<file path="src/ccs_pkg.sv">
// shared types and constants for the chacha20 stream cipher
// no dependencies
package ccs_pkg;

   localparam int BlockBytes = 64;
   localparam int UsedWidth  = $clog2(BlockBytes) + 1;
   localparam int ByteIdxWidth = $clog2(BlockBytes);
   localparam int DoubleRounds = 10;
   localparam int RoundCntWidth = 5;
   localparam int CsrIdxWidth = 3;
   localparam int CsrDataWidth = 64;

   localparam logic [CsrIdxWidth-1:0] REG_KEY0        = 3'd0;
   localparam logic [CsrIdxWidth-1:0] REG_KEY1        = 3'd1;
   localparam logic [CsrIdxWidth-1:0] REG_KEY2        = 3'd2;
   localparam logic [CsrIdxWidth-1:0] REG_KEY3        = 3'd3;
   localparam logic [CsrIdxWidth-1:0] REG_NONCE_LOW   = 3'd4;
   localparam logic [CsrIdxWidth-1:0] REG_NONCE_HIGH  = 3'd5;
   localparam logic [CsrIdxWidth-1:0] REG_START_COUNT = 3'd6;

   localparam logic [31:0] SIGMA0 = 32'h61707865;
   localparam logic [31:0] SIGMA1 = 32'h3320646e;
   localparam logic [31:0] SIGMA2 = 32'h79622d32;
   localparam logic [31:0] SIGMA3 = 32'h6b206574;

   typedef logic [15:0][31:0] state_type;

   // controller to datapath
   typedef struct packed {
      logic load_init;    // latch init words and seed the working state
      logic round;        // apply one half round (column or diagonal)
      logic diag;         // 1 selects diagonal half round
      logic finish;       // add init to working state into keystream, bump counter
      logic restart;      // reload counter from start value
      logic take_byte;    // capture input byte and produce result
   } cmd_type;

   typedef struct packed {
      logic dummy_ok;
   } status_type;

   typedef struct packed {
      logic [7:0] data_in;
      logic       last_in;
      logic       restart;
   } req_type;

   typedef struct packed {
      logic [7:0] data_out;
      logic       last_out;
   } rsp_type;

   function automatic logic [31:0] rotl(input logic [31:0] v, input int n);
      rotl = (v << n) | (v >> (32 - n));
   endfunction

   // one quarter round on four words
   function automatic logic [127:0] quarter(input logic [31:0] a, input logic [31:0] b,
                                            input logic [31:0] c, input logic [31:0] d);
      logic [31:0] a1, b1, c1, d1;
      a1 = a + b;   d1 = rotl(d ^ a1, 16);
      c1 = c + d1;  b1 = rotl(b ^ c1, 12);
      a1 = a1 + b1; d1 = rotl(d1 ^ a1, 8);
      c1 = c1 + d1; b1 = rotl(b1 ^ c1, 7);
      quarter = {a1, b1, c1, d1};
   endfunction

endpackage

</file>
<file path="src/ccs_controller.sv">
// sequencer: block generation rounds, byte position and the channel handshakes
// depends on ccs_pkg
module ccs_controller (
   input  logic                              clock,
   input  logic                              reset,
   input  logic                              req_valid,
   input  ccs_pkg::req_type                  req_data,
   output logic                              req_ready,
   output logic                              rsp_valid,
   input  logic                              rsp_ready,
   output ccs_pkg::cmd_type                  cmd,
   output logic [ccs_pkg::ByteIdxWidth-1:0]  byte_idx
);

   localparam logic [2:0] ST_IDLE   = 3'd0;
   localparam logic [2:0] ST_ROUND  = 3'd1;
   localparam logic [2:0] ST_FINISH = 3'd2;
   localparam logic [2:0] ST_XOR    = 3'd3;

   logic [2:0] state_ff, state_in;
   logic [ccs_pkg::UsedWidth-1:0] used_ff, used_in;
   logic [ccs_pkg::RoundCntWidth-1:0] rnd_ff, rnd_in;
   logic rsp_valid_ff, rsp_valid_in;
   logic accept, need_block, out_free;

   assign out_free   = !rsp_valid_ff || rsp_ready;
   assign req_ready  = (state_ff == ST_IDLE);
   assign accept     = req_valid && req_ready;
   assign need_block = req_data.restart || used_ff[ccs_pkg::UsedWidth-1];
   assign rsp_valid  = rsp_valid_ff;
   assign byte_idx   = used_ff[ccs_pkg::ByteIdxWidth-1:0];

   always_comb begin
      state_in     = state_ff;
      used_in      = used_ff;
      rnd_in       = rnd_ff;
      rsp_valid_in = rsp_valid_ff && !rsp_ready;
      cmd          = '0;
      unique case (state_ff)
         ST_IDLE: if (accept) begin
            cmd.restart = req_data.restart;
            if (need_block) begin
               state_in = ST_ROUND;
               rnd_in   = '0;
            end else begin
               state_in = ST_XOR;
            end
         end
         ST_ROUND: begin
            cmd.round = (rnd_ff != '0);
            cmd.load_init = (rnd_ff == '0);
            cmd.diag  = !rnd_ff[0];
            rnd_in    = rnd_ff + 1'b1;
            if (rnd_ff == ccs_pkg::RoundCntWidth'(2 * ccs_pkg::DoubleRounds))
               state_in = ST_FINISH;
         end
         ST_FINISH: begin
            cmd.finish = 1'b1;
            used_in    = '0;
            state_in   = ST_XOR;
         end
         ST_XOR: if (out_free) begin
            cmd.take_byte = 1'b1;
            rsp_valid_in  = 1'b1;
            used_in       = req_data.last_in ? ccs_pkg::UsedWidth'(ccs_pkg::BlockBytes)
                                             : used_ff + 1'b1;
            state_in      = ST_IDLE;
         end
         default: state_in = ST_IDLE;
      endcase
   end

   always_ff @(posedge clock) begin
      if (reset) begin
         state_ff     <= ST_IDLE;
         used_ff      <= ccs_pkg::UsedWidth'(ccs_pkg::BlockBytes);
         rnd_ff       <= '0;
         rsp_valid_ff <= 1'b0;
      end else begin
         state_ff     <= state_in;
         used_ff      <= used_in;
         rnd_ff       <= rnd_in;
         rsp_valid_ff <= rsp_valid_in;
      end
   end

endmodule

</file>
<file path="config.mk">
export PLATFORM = sky130hd
export DESIGN_NAME = ccs_controller
export DESIGN_NICKNAME = d
export VERILOG_FILES = /design/src/ccs_pkg.sv /design/src/ccs_controller.sv
export SDC_FILE = /design/constraint.sdc
export NUM_CORES = 1
export LEC_CHECK = 0
export ABC_AREA = 1
export BUFFER_PORTS_ARGS = -buffer_cell sky130_fd_sc_hd__buf_2
export CAP_MARGIN = 20
export CELL_PAD_IN_SITES_DETAIL_PLACEMENT = 1
export CELL_PAD_IN_SITES_GLOBAL_PLACEMENT = 1
export CORE_ASPECT_RATIO = 1.25
export CORE_MARGIN = 2
export CORE_UTILIZATION = 32
export DETAILED_ROUTE_END_ITERATION = 10
export GPL_TIMING_DRIVEN = 0
export PLACE_DENSITY = 0.8
export SLEW_MARGIN = 20
export SYNTH_ARGS = -nofsm -noshare
export SYNTH_HDL_FRONTEND = slang
export SYNTH_SLANG_ARGS = --single-unit
</file>
<file path="constraint.sdc">
create_clock -name clock -period 1.4 [get_ports clock]
set_input_delay 0.14 -clock clock [delete_from_list [all_inputs] [get_ports clock]]
set_output_delay 0.14 -clock clock [all_outputs]
set_load 0.03 [all_outputs]
</file>
## Word-level counts from Yosys, hierarchy flattened

Index checks and enable logic that the tools add are counted.

- $add $sub $neg: 2
- Eq/ne operators: 8
- Mux-type cells: 19
- Reductions and logical operators: 15

Operator list:

| operator | number |
|---|---|
| 7-bit two-way mux | 2 |
| 7-bit one-hot mux with 2 select lines | 1 |
| 3-bit two-way mux | 4 |
| 3-bit one-hot mux with 4 select lines | 1 |
| 5-bit two-way mux | 2 |
| 5-bit one-hot mux with 2 select lines | 1 |
| 7-bit by 1-bit adder with 7-bit output, second input constant | 1 |
| 1-bit two-way mux | 7 |
| 3-bit by 2-bit == test with 1-bit output, second input constant | 2 |
| 3-bit AND reduction | 2 |
| 5-bit by 1-bit adder with 5-bit output, second input constant | 1 |
| 5-bit == test, second input constant | 1 |
| 5-bit logical NOT | 1 |
| 5-bit nonzero test | 1 |
| 2-bit by 1-bit != test with 1-bit output, second input constant | 2 |
| 2-bit != test, second input constant | 2 |
| 2-bit nonzero test | 2 |
| 3-bit by 1-bit == test with 1-bit output, second input constant | 1 |
| 1-bit logical NOT | 3 |
| 3-bit logical NOT | 1 |
| 1-bit logical AND | 2 |
| 1-bit logical OR | 2 |
| 2-bit two-way mux | 1 |
| 2-bit AND reduction | 1 |

- Bits in registers: 16
- Input port bits: 14
- Output and inout bits: 14

## Logic depth before layout (Yosys ltp)

- Depth in word-level cells: 4
- Gate-level depth with buffers: 9

## Worst setup path after synthesis

No wires, ideal clock.

- Kind: register to output
- From: register state_ff[0]
- To: output port cmd[1] (netlist bit)
- Data arrival time: 1.653 ns
- Required time: 1.260 ns
- Slack: -0.393 ns
- Cell stages (with the launch flop): 5
- Cell sequence: dfxtp_1 inv_1 ha_1 inv_1 nor3_1

RTL lines:

| what | RTL line | source |
|---|---|---|
| start: declaration | ccs_controller.sv:20 | `logic [2:0] state_ff, state_in;` |
| start signal: assignment | ccs_controller.sv:80 | `state_ff <= state_in;` |
| end: declaration | ccs_controller.sv:11 | `output ccs_pkg::cmd_type cmd,` |

==> results.json <==
{
  "fin_ws_ns": -0.01818,
  "finalNonFillerCells": 230,
  "fin_area_mm2": 0.001489,
  "dp.final_hpwl_um": 2145,
  "seq_area_frac_synth": 0.2840,
  "power.density_mw_per_mm2": 1935,
  "whs_ns": 0.2009,
  "ys_warn_count": 0,
  "grt_pass1_vias": 1122,
  "clock_path_buffers": 2,
  "dieArea_mm2": 0.003783,
  "switchingPower_mw": 1.354,
  "cts_tree": "built",
  "dr.first_iter.drc_count": 21,
  "syn-cell-area_mm2": 0.001057,
  "cp-end-kind": "output port",
  "fillers": 423,
  "coreArea_mm2": 0.003194,
  "rsz0062_at_grt": "yes",
  "drv_slew": 0,
  "fp-row-count": 23,
  "utilization": 0.4661,
  "fin_crit_ns": 1.418,
  "grt_pass1_wl_um": 4995,
  "critPathRequiredTime_ns": 1.26,
  "start_util": 0.3310,
  "finalSetupViolCount": 1,
  "synthArstFlopShare": 0,
  "start_kind": "register",
  "syn-num-nets": 181,
  "synth-seq-cells": 15,
  "critical_path_class": "register to output port",
  "cellInternalPower_mw": 1.527,
  "ant_nets": 0,
  "finalWirelength_um": 3066,
  "antennaDiodeCount": 0,
  "die-width_um": 55.41,
  "clock-root-buffer": "clkbuf_8",
  "antenna_found_initial": 0,
  "hold_class": "primary input to register",
  "synthToLayoutAreaGrowth_pct": 40.83,
  "regArea_um2": 312.8,
  "vias_per_cell": 4.852,
  "overflow": 0,
  "max-cap-violations": 0,
  "place_inst": 215,
  "syn_inst": 159,
  "slew_headroom": 0.6409,
  "arrival_ns": 1.28,
  "power_frac_seq": 0.215,
  "multi_input_area_um2": 681.9,
  "synth_area_leader_cell": "dfxtp_1",
  "h-tree-depth": 1,
  "routedWlPerCell_um": 13.33,
  "cts.sinks": 15,
  "synth_top_area_frac": 0.2840,
  "drcViolationCount": 0,
  "layout-drive-gt1-share": 0.4508,
  "fmax_mhz": 705.1,
  "fin_skew_ns": 0.003236,
  "finalNetCount": 216,
  "ys_top_cells_by_area": "dfxtp_1 28%, nand2_1 13%, ha_1 9.5%",
  "clkTransAtPathRegs_ns": 0.06,
  "track_usage": 0.1675,
  "p_sw_frac": 0.4698,
  "synth_ff_type": "dfxtp_1",
  "synth_edf_count": 0,
  "gp_congestion": 0.8342,
  "worst_pin_slew_ns": 0.5387,
  "hold_violations": 0,
  "period_share": 1.013,
  "p_leak_nw": 0.7016,
  "fin_total_pwr_mw": 2.881,
  "pwr-share-clk": 0.124,
  "synthTopCellsByCount": "37 x nand2_1, 23 x inv_1, 15 x dfxtp_1, 14 x nor2_1, 13 x nand3_1",
  "avgSynthCellArea_um2": 6.649,
  "ys_types": 24,
  "port_buffers": 19,
  "place_area_mm2": 0.001212,
  "firstDrtPassIters": 4,
  "outcome": "finished with violations",
  "insertion_delay_ns": 0.24,
  "cts_buffers": 3,
  "die_h_um": 68.27,
  "cp_max_fo": 6,
  "io_pins": 28,
  "violations": "setup timing",
  "vdd_ir_drop_max_uv": 922.8,
  "p_comb_frac": 0.662,
  "grt_max_degree": 11,
  "yosysMostFrequentCell": "nand2_1",
  "num_vias": 1116
}
==> stage by stage <==
step	TNS [ns]	setup WS [ns]
final	-0.01818	-0.01818
after global routing	-0.3526	-0.07028
after CTS	0	0.000006883
after detailed placement	-0.1790	-0.05703
after global placement	-0.009009	-0.009009
after floorplan	0	0.01858
==> metal layers <==
layer  vias up  GRT usage  share of wire
li1        560          -              -
met1       536     0.1788           0.40
met2        16     0.3438           0.56
met3         4    0.02268          0.025
met4         0    0.04573          0.012
met5         -          0              0
==> cell type report <==
| cell class | instances | area share |
|---|---|---|
| timing repair buffer | 31 | 0.1538 |
| buffer | 7 | 0.03277 |
| multi-input combinational | 106 | 0.4580 |
| inverter | 30 | 0.08403 |
| sequential | 15 | 0.2101 |
| clock buffer | 4 | 0.03025 |
| tap | 37 | 0.03109 |
==> path summary, 6_finish.rpt <==
kind                     end  slack (ns)  depth (start not counted)         from
setup reg to reg   rnd_ff[4]        0.03                          9  state_ff[0]
hold reg to reg   used_ff[4]        0.47                          2   used_ff[4]
setup / recovery      cmd[1]       -0.02                          5  state_ff[0]
hold / removal     rsp_valid        0.20                          4    rsp_ready
==> power by group through the flow <==
stage	clock (mW)	combinational, mW	sequential [mW]
after floorplan	0	1.03	0.568
after global placement	0	1.27	0.577
after detailed placement	0	1.32	0.585
after CTS	0.381	1.59	0.611
after global routing	0.397	2.08	0.628
final	0.356	1.91	0.619
==> kinds of logic (layout without fill, tap and decap cells) <==
family                     count (synthesis)  count (layout)  share of synthesized area
and+or+nand+nor                           83              83                     0.3728
DFF                                       15              15                     0.2840
buffers and inverters                     38              72                     0.1621
xor gates and xnor gates                   1               1                   0.008286
AOI/OAI and AO/OA                         14              14                    0.07811
adders and majority gates                  8               8                    0.09468
==> cells in the final DEF (no fill, tap or decap), types with 3 or more instances in the layout <==
cell,synthesis,layout
nor2_1,14,9
dfxtp_1,15,9
nand3_1,13,12
a21oi_1,9,9
buf_6,0,5
dfxtp_2,0,4
inv_4,1,3
nand2_2,6,7
buf_2,0,14
nand4_1,6,6
inv_1,23,17
nand2_1,37,35
nor2_4,0,3
a21oi_2,3,3
ha_4,0,3
buf_4,7,16
inv_2,5,9
ha_1,8,3
nor2_2,2,4
clkbuf_8,0,3
==> registers in the layout (all words and copies together) (netlist names) <==
name / cells
state_ff: 2
rsp_valid: 1
used_ff: 7
rnd_ff: 5
==> what timing repair did <==
action                     CTS  global route
pin swaps                    3            10
hold buffers                 0             0
setup buffers                7             5
resized for setup           28            20
setup endpoints to repair   10            13
==> worst max-delay path, cell delays in order, from the launching register on <==
cell	delay, ns
dfxtp_4	0.38
inv_4	0.07
ha_4	0.19
inv_2	0.06
nor3_4	0.18
buf_6	0.15
Power figures use the tool's default switching activity.
